[src/rtl/assert_macros.svh]
// Assertion macros used by the top level of the list RTL.
// Include this file by its bare name; it depends on nothing else.
`ifndef ASSERT_MACROS_SVH
`define ASSERT_MACROS_SVH

// Same-cycle implication, disabled while reset is asserted.
`define ASSERT_IMPLY(lbl, clk, rst_n, ante, cons) \
  lbl: assert property (@(posedge clk) disable iff (!rst_n) (ante) |-> (cons)) \
    else $error("implication check failed");

// Next-cycle implication, disabled while reset is asserted.
`define ASSERT_NEXT(lbl, clk, rst_n, ante, cons) \
  lbl: assert property (@(posedge clk) disable iff (!rst_n) (ante) |=> (cons)) \
    else $error("next-cycle check failed");

`endif

[src/rtl/blasr_pkg.sv]
// Package for the bounded list unit: request codes, cell commands and cell status.
// Used by blasr_cell and bounded_list_add_search_remove_unit; depends on nothing.
`timescale 1ns / 1ps

package blasr_pkg;

  // Request codes carried on the input tuser.
  localparam logic [1:0] REQ_ADD    = 2'd0;
  localparam logic [1:0] REQ_SEARCH = 2'd1;
  localparam logic [1:0] REQ_REMOVE = 2'd2;

  // Command broadcast to every cell of the row.
  typedef enum logic [1:0] {
    CELL_HOLD,
    CELL_LOAD,
    CELL_STRIKE,
    CELL_SHIFT
  } cell_op_e;

  // What a cell reports back to the controller.
  typedef struct packed {
    logic occ;
    logic hit;
    logic pull;
  } cell_stat_t;

endpackage

[src/rtl/blasr_cell.sv]
// One storage cell of the list row: a value, an occupied flag and the local rules
// for append, strike and one-place compaction. Depends on blasr_pkg.
`timescale 1ns / 1ps

module blasr_cell
  import blasr_pkg::*;
#(
  parameter int VALUE_W = 32
) (
  input  logic               clk_i,
  input  logic               rst_ni,
  input  cell_op_e           op_i,
  input  logic [VALUE_W-1:0] key_i,
  input  logic               prev_occ_i,
  input  logic               next_occ_i,
  input  logic [VALUE_W-1:0] next_val_i,
  output logic [VALUE_W-1:0] val_o,
  output cell_stat_t         stat_o
);

  logic               occ_q, occ_d;
  logic [VALUE_W-1:0] val_q, val_d;
  logic               hit, pull, pushed;

  assign hit  = occ_q && (val_q == key_i);
  // An empty cell pulls the item above it down one place; the cell above then empties
  // unless it is itself pulling, which it cannot be while it is occupied.
  assign pull   = !occ_q && next_occ_i;
  assign pushed = !prev_occ_i && occ_q;

  always_comb begin
    occ_d = occ_q;
    val_d = val_q;
    case (op_i)
      CELL_LOAD: begin
        if (!occ_q && prev_occ_i) begin
          occ_d = 1'b1;
          val_d = key_i;
        end
      end
      CELL_STRIKE: begin
        if (hit) begin
          occ_d = 1'b0;
        end
      end
      CELL_SHIFT: begin
        if (pull) begin
          occ_d = 1'b1;
          val_d = next_val_i;
        end else if (pushed) begin
          occ_d = 1'b0;
        end
      end
      default: begin
        occ_d = occ_q;
      end
    endcase
  end

  always_ff @(posedge clk_i or negedge rst_ni) begin
    if (!rst_ni) begin
      occ_q <= 1'b0;
    end else begin
      occ_q <= occ_d;
    end
  end

  always_ff @(posedge clk_i) begin
    val_q <= val_d;
  end

  assign val_o       = val_q;
  assign stat_o.occ  = occ_q;
  assign stat_o.hit  = hit;
  assign stat_o.pull = pull;

endmodule

[src/rtl/bounded_list_add_search_remove_unit.sv]
// Top level of the bounded list unit: a row of blasr_cell instances and its controller.
// Depends on blasr_pkg, blasr_cell and assert_macros.svh.
`timescale 1ns / 1ps
`include "assert_macros.svh"

// The list holds up to CAPACITY values in insertion order, one value per cell of a row.
// Every request is accepted first; its result is loaded into the output register later,
// once no cell is still pulling and the output register is free. A remove strikes every
// matching cell in the accept cycle, after which the gaps bubble upwards one cell per
// cycle through neighbour-to-neighbour shifts, and its result waits for the last shift.
// One request is worked on at a time; the next is accepted as soon as the previous
// result has been placed in the output register, even while that result is still held.
module bounded_list_add_search_remove_unit
  import blasr_pkg::*;
#(
  parameter int CAPACITY    = 8,
  parameter int VALUE_WIDTH = 32
) (
  input  logic        clk_i,
  input  logic        rst_ni,
  input  logic        s_axis_tvalid,
  output logic        s_axis_tready,
  input  logic [31:0] s_axis_tdata,  // element_value[31:0]
  input  logic [1:0]  s_axis_tuser,  // req_type[1:0]
  output logic        m_axis_tvalid,
  input  logic        m_axis_tready,
  // status[0], found[1], match_index[4:2], entry_count[8:5], is_full[9], list_empty[10],
  // zero padding[15:11]
  output logic [15:0] m_axis_tdata
);

  localparam int CMP_W = (VALUE_WIDTH < 32) ? VALUE_WIDTH : 32;
  localparam int CNT_W = $clog2(CAPACITY + 1);
  localparam int IDX_W = (CAPACITY > 1) ? $clog2(CAPACITY) : 1;
  localparam int CNT_X = (CNT_W > 4) ? CNT_W : 4;
  localparam int IDX_X = (IDX_W > 3) ? IDX_W : 3;

  typedef enum logic {
    S_IDLE,
    S_RUN
  } state_e;

  state_e          state_q, state_d;
  logic [1:0]      req_q, req_d;
  logic [CMP_W-1:0] key_q, key_d;
  logic            status_q, status_d;
  logic            found_q, found_d;
  logic            out_valid_q, out_valid_d;
  logic [15:0]     out_data_q, out_data_d;

  cell_op_e         cell_op;
  logic [CMP_W-1:0] key_bus;
  cell_stat_t       cell_stat [CAPACITY];
  logic [CMP_W-1:0] cell_val  [CAPACITY];
  logic [CAPACITY-1:0] occ_vec, hit_vec, pull_vec;
  logic [CAPACITY:0]   occ_ext;
  logic                any_pull, any_hit, is_full, list_empty;
  logic [CNT_W-1:0]    cnt;
  logic [IDX_W-1:0]    first_idx;
  logic [CNT_X-1:0]    cnt_ext;
  logic [IDX_X-1:0]    idx_ext;
  logic                in_accept, add_accept, search_accept, occ_is_thermo;

  assign s_axis_tready = (state_q == S_IDLE);
  assign in_accept     = s_axis_tvalid && s_axis_tready;
  assign add_accept    = in_accept && (s_axis_tuser == REQ_ADD);
  assign search_accept = in_accept && (s_axis_tuser == REQ_SEARCH);

  // The incoming value drives the row in the accept cycle, the held one afterwards.
  assign key_bus = (state_q == S_IDLE) ? s_axis_tdata[CMP_W-1:0] : key_q;

  always_comb begin
    cell_op = CELL_HOLD;
    if (state_q == S_RUN) begin
      cell_op = CELL_SHIFT;
    end else if (in_accept) begin
      case (s_axis_tuser)
        REQ_ADD:    cell_op = CELL_LOAD;
        REQ_REMOVE: cell_op = CELL_STRIKE;
        default:    cell_op = CELL_HOLD;
      endcase
    end
  end

  for (genvar g = 0; g < CAPACITY; g++) begin : g_cell
    logic             prev_occ, next_occ;
    logic [CMP_W-1:0] next_val;

    if (g == 0) begin : g_first
      assign prev_occ = 1'b1;
    end else begin : g_mid
      assign prev_occ = cell_stat[g-1].occ;
    end

    if (g == CAPACITY - 1) begin : g_last
      assign next_occ = 1'b0;
      assign next_val = '0;
    end else begin : g_inner
      assign next_occ = cell_stat[g+1].occ;
      assign next_val = cell_val[g+1];
    end

    blasr_cell #(
      .VALUE_W (CMP_W)
    ) u_cell (
      .clk_i      (clk_i),
      .rst_ni     (rst_ni),
      .op_i       (cell_op),
      .key_i      (key_bus),
      .prev_occ_i (prev_occ),
      .next_occ_i (next_occ),
      .next_val_i (next_val),
      .val_o      (cell_val[g]),
      .stat_o     (cell_stat[g])
    );
  end

  always_comb begin
    for (int i = 0; i < CAPACITY; i++) begin
      occ_vec[i]  = cell_stat[i].occ;
      hit_vec[i]  = cell_stat[i].hit;
      pull_vec[i] = cell_stat[i].pull;
    end
  end

  assign occ_ext  = {1'b0, occ_vec};
  assign any_pull = |pull_vec;
  assign any_hit  = |hit_vec;
  assign is_full  = occ_vec[CAPACITY-1];
  assign list_empty = !occ_vec[0];
  assign occ_is_thermo = ((occ_vec & (occ_vec + 1'b1)) == '0);

  // Once compaction has settled the occupied cells form a run from cell 0, so the
  // count is one past the last occupied cell.
  always_comb begin
    cnt = '0;
    for (int i = 0; i < CAPACITY; i++) begin
      if (occ_ext[i] && !occ_ext[i+1]) begin
        cnt = cnt | CNT_W'(i + 1);
      end
    end
  end

  always_comb begin
    first_idx = '0;
    for (int i = CAPACITY - 1; i >= 0; i--) begin
      if (hit_vec[i]) begin
        first_idx = IDX_W'(i);
      end
    end
  end

  assign cnt_ext = CNT_X'(cnt);
  assign idx_ext = IDX_X'(first_idx);

  always_comb begin
    state_d     = state_q;
    req_d       = req_q;
    key_d       = key_q;
    status_d    = status_q;
    found_d     = found_q;
    out_valid_d = out_valid_q;
    out_data_d  = out_data_q;

    if (out_valid_q && m_axis_tready) begin
      out_valid_d = 1'b0;
    end

    case (state_q)
      S_IDLE: begin
        if (in_accept) begin
          req_d    = s_axis_tuser;
          key_d    = s_axis_tdata[CMP_W-1:0];
          status_d = add_accept && is_full;
          found_d  = (s_axis_tuser == REQ_REMOVE) && any_hit;
          state_d  = S_RUN;
        end
      end
      S_RUN: begin
        if (!any_pull && (!out_valid_q || m_axis_tready)) begin
          out_data_d        = '0;
          out_data_d[0]     = status_q;
          if (req_q == REQ_SEARCH) begin
            out_data_d[1]   = any_hit;
            out_data_d[4:2] = any_hit ? idx_ext[2:0] : 3'd0;
          end else if (req_q == REQ_REMOVE) begin
            out_data_d[1]   = found_q;
          end
          out_data_d[8:5]   = cnt_ext[3:0];
          out_data_d[9]     = is_full;
          out_data_d[10]    = list_empty;
          out_valid_d       = 1'b1;
          state_d           = S_IDLE;
        end
      end
      default: begin
        state_d = S_IDLE;
      end
    endcase
  end

  always_ff @(posedge clk_i or negedge rst_ni) begin
    if (!rst_ni) begin
      state_q     <= S_IDLE;
      req_q       <= REQ_ADD;
      key_q       <= '0;
      status_q    <= 1'b0;
      found_q     <= 1'b0;
      out_valid_q <= 1'b0;
      out_data_q  <= '0;
    end else begin
      state_q     <= state_d;
      req_q       <= req_d;
      key_q       <= key_d;
      status_q    <= status_d;
      found_q     <= found_d;
      out_valid_q <= out_valid_d;
      out_data_q  <= out_data_d;
    end
  end

  assign m_axis_tvalid = out_valid_q;
  assign m_axis_tdata  = out_data_q;

  // Between requests the occupied cells must be packed down from cell 0.
  `ASSERT_IMPLY(a_packed_when_idle, clk_i, rst_ni, state_q == S_IDLE, occ_is_thermo)
  // An add to a list with room occupies exactly one more cell.
  `ASSERT_NEXT(a_add_grows, clk_i, rst_ni, add_accept && !is_full,
               $countones(occ_vec) == $past($countones(occ_vec)) + 1)
  // A search leaves the occupancy of the row untouched.
  `ASSERT_NEXT(a_search_keeps, clk_i, rst_ni, search_accept, $stable(occ_vec))

endmodule

[config.mk]
export PLATFORM = sky130hd
export DESIGN_NAME = bounded_list_add_search_remove_unit
export DESIGN_NICKNAME = d
export VERILOG_FILES = /design/src/rtl/blasr_pkg.sv /design/src/rtl/blasr_cell.sv /design/src/rtl/bounded_list_add_search_remove_unit.sv
export VERILOG_INCLUDE_DIRS = /design/src /design/src/rtl
export SDC_FILE = /design/constraint.sdc
export NUM_CORES = 1
export LEC_CHECK = 0
export BUFFER_PORTS_ARGS = -buffer_cell sky130_fd_sc_hd__buf_2
export CORE_MARGIN = 2
export CORE_UTILIZATION = 25
export DETAILED_ROUTE_END_ITERATION = 7
export GPL_TIMING_DRIVEN = 0
export SYNTH_ARGS = -nofsm -noshare
export SYNTH_HDL_FRONTEND = slang
export SYNTH_SLANG_ARGS = --single-unit
export TNS_END_PERCENT = 20
[constraint.sdc]
create_clock -name clk_i -period 9.5 [get_ports clk_i]
set_clock_uncertainty 0.1 [all_clocks]
set_input_delay 1.9 -clock clk_i [delete_from_list [all_inputs] [get_ports clk_i]]
set_output_delay 1.9 -clock clk_i [all_outputs]
set_load 0.01 [all_outputs]
==> run metrics <==
outcome finished clean; CP max FO 10; H-tree depth 2; final core occ roughly 30%; VDD IR max about 0.00014 V; clock root buffer clkbuf_16; starting DRC count in detailed routing around 1300; setup_tns 0 ps; final hold violation count 0; crit-path cells buf_6 -> buf_6 -> inv_1 -> clkbuf_1 -> clkbuf_1 -> buf_2; Clk Latency, worst-skew pair between 500 and 600 ps; Slew Limit Fails 0; mean number of vias per cell approximately 4.8; Lkg Pwr between 7 and 8 nW; core footprint approximately 64000 um^2; critical path endpoint s_axis_tready; first-pass GRT wire length ~89000 um; total stage count of the critical path 6; R2R setup slack ~5200 ps; Internal Dissipation ~4.3 mW; DRC Markers 0; gr busiest metal met2; Worst R2R Path Depth 10; FMAX about 190 MHz; worst slew pin tran 1050 ps; sequential-to-total area share from yosys stat between 50 and 60%; met1 Track Usage GR between 20% and 30%; CTS Buf Count 38; die height approximately 260 um; Layout Nets 1648; post-synthesis register bit count between 300 and 400; Synth cell types 59; top cell type by total area after synthesis edfxtp_1; final setup margin around 4300 ps; io pins 56; final setup fails 0; # resized after CTS 0; share of the synthesized area in the top cell type between 40% and 50%; fraction of registers with async set/reset roughly 18%; Post-synth top cells 506 x nand2_1, 256 x edfxtp_1, 247 x xnor2_1; # rows just over 90; Worst EP arrival around 3200 ps; initial antenna violation count 1; top area cells in the synthesized netlist edfxtp_1 47%, xnor2_1 13%, nand2_1 12%, dfrtp_1 8.6%, mux2i_4 4.3%; wire per inst between 20 and 30 um; Buf+Inv Stages, Crit Path 6; PwrDens about 400 nW/um^2; CTS clk-pin slew, worst paths about 50 ps; CP required about 7500 ps; min-delay worst type register to register; DP Worst Slack between 4000 and 5000 ps; placed instance area ~18000 um^2; switching pwr ~3.6 mW; Post-synth EDFFs between 200 and 300; area grow syn2layout 18.1%; crit share post-route approximately 55%; CP max stage cell clkbuf_1; Die Wd approximately 260 um; Post-CTS Setup Bufs 0; Post-Synthesis Cells 1492; Routed WL approximately 63000 um; Min Clock Period, post-route ~5200 ps; dpl hpwl just under 50000 um; largest net degree at the start of global routing 57; Final Instance Area 19300 um^2; GRT overflow 0; GR Util met2 roughly 30%; worst rel slew slack approximately 29%; clk buf depth 3; type of origin of the critical path register; RSZ-0062 raised after global routing no; max-cap violations 0; DRT Pass-1 Iters 7; Avg Cell Area, Syn 10.9 um^2; Top delay family on crit path buffers and inverters; die footprint 67300 um^2; critical path endpoint category output port; Flop pwr share between 30% and 40%; Port Buffers 50; Hold Buf Count CTS 0; DRT antenna net count 0; FF-to-FF End m_axis_tdata[2]; Switching Share roughly 45%; Crit. Startpoint state_q; CTS tree built; predominant post-synthesis flop cell edfxtp_1; gp weighted congestion between 1 and 1.5; met3 GRT Util between 3 and 4%; vias in the first global route 11900; Worst Setup Path Type register to output port; Initial Utilization around 25%; clk sinks 312; combinational power share approximately half; Total GRT Usage a little under a fifth; Netlist Area Pre-Place between 15000 and 20000 um^2; share of cells above drive strength 1 13.7%; via count 12100; Worst path max stage delay 710 ps; worst r2r src state_q; count leader, synth nand2_1; Yosys warnings 0; Clk network pwr share between 10% and 20%
[power by group through the flow]
stage	combinational [mW]	clock, mW	sequential [mW]
after CTS	3.86	1.52	2.42
final	3.90	1.51	2.43
after global routing	4.08	1.58	2.47
after detailed placement	3.84	0	2.45
after floorplan	2.26	0	2.42
after global placement	3.73	0	2.51
[metrics by stage]
step / std cells / total power [mW] / hold WS [ps]
after global placement: 2401 / 6.24 / 357
after global routing: 2494 / 8.13 / 403
after detailed placement: 2425 / 6.29 / 368
after floorplan: 1496 / 4.67 / 344
final: 2496 / 7.84 / 378
after CTS: 2494 / 7.81 / 383
[layer usage]
layer / up-vias / share of wire (%)
li1: 5400 / -
met1: 6079 / 44
met2: 525 / 46
met3: 81 / 7.1
met4: 2 / 2.3
met5: - / 0.021
[layout make-up]
type                            count  area, um^2
Clock buffer                       55        1130
Multi-Input combinational cell   1089        6880
Fill cell                        6704       45200
Sequential cell                   312        9090
Buffer                             53         265
Inverter                           42         158
Timing Repair Buffer               74         526
Clock inverter                     14         150
Tap cell                          855        1070
Antenna cell                        2        5.00
[layout by cell type, fill, tap and decap left out, drive strengths merged, types with 3 or more instances in the layout]
master and instances:
nand2 506, edfxtp 256, xnor2 247, clkbuf 95
nor4 94, buf 87, dfrtp 56, inv 43
mux2 36, mux2i 34, nor2 31, nand4 18
o21ai 15, nand3 14, nor3 10, a21oi 10
clkinv 8, xor2 6, or3 5, or4 5
conb 5, and3 4, o2111ai 4, nand2b 4
or2 4, nor3b 3, o22ai 3, bufinv 3
[worst reg2reg max path, stage by stage, from the launching register on]
cell and delay, ps:
dfrtp_1 340, buf_6 260, buf_8 350, mux2i_4 580, xnor2_1 290, nor4_1 890, nand4_1 340, or3_1 590
o2111ai_1 190, or2_1 170, a32o_1 160
[cell families (layout without fill, tap and decap cells)]
family | Yosys count | after routing | synth area share, %
multiplexers | 70 | 70 | 6.95
AO/OA/AOI/OAI | 55 | 55 | 2.27
flip-flops | 312 | 312 | 55.7
buffers and inverters | 95 | 238 | 2.59
AND/OR/NAND/NOR | 706 | 706 | 18.8
other | 1 | 7 | 0.0230
XOR/XNOR | 253 | 253 | 13.6
[how the worst min path moves through the flow]
stage / from / to / slack (ps) / cells past startpoint
finish: m_axis_tdata[10] / m_axis_tdata[10] / 380 / 2
floorplan: status_q / status_q / 340 / 2
global placement: m_axis_tdata[10] / m_axis_tdata[10] / 360 / 2
detailed placement: status_q / status_q / 370 / 2
global route: m_axis_tdata[10] / m_axis_tdata[10] / 400 / 2
CTS: status_q / status_q / 380 / 2
[state kept, by name, indices dropped and copies added (netlist names)]
name                 cells
found_q                  1
g_cell.u_cell.val_o    256
status_q                 1
g_cell.u_cell.occ_q      8
req_q                    2
key_q                   32
state_q                  1
m_axis_tdata            10
m_axis_tvalid            1
Note: power is estimated with default switching activity, not from simulation.
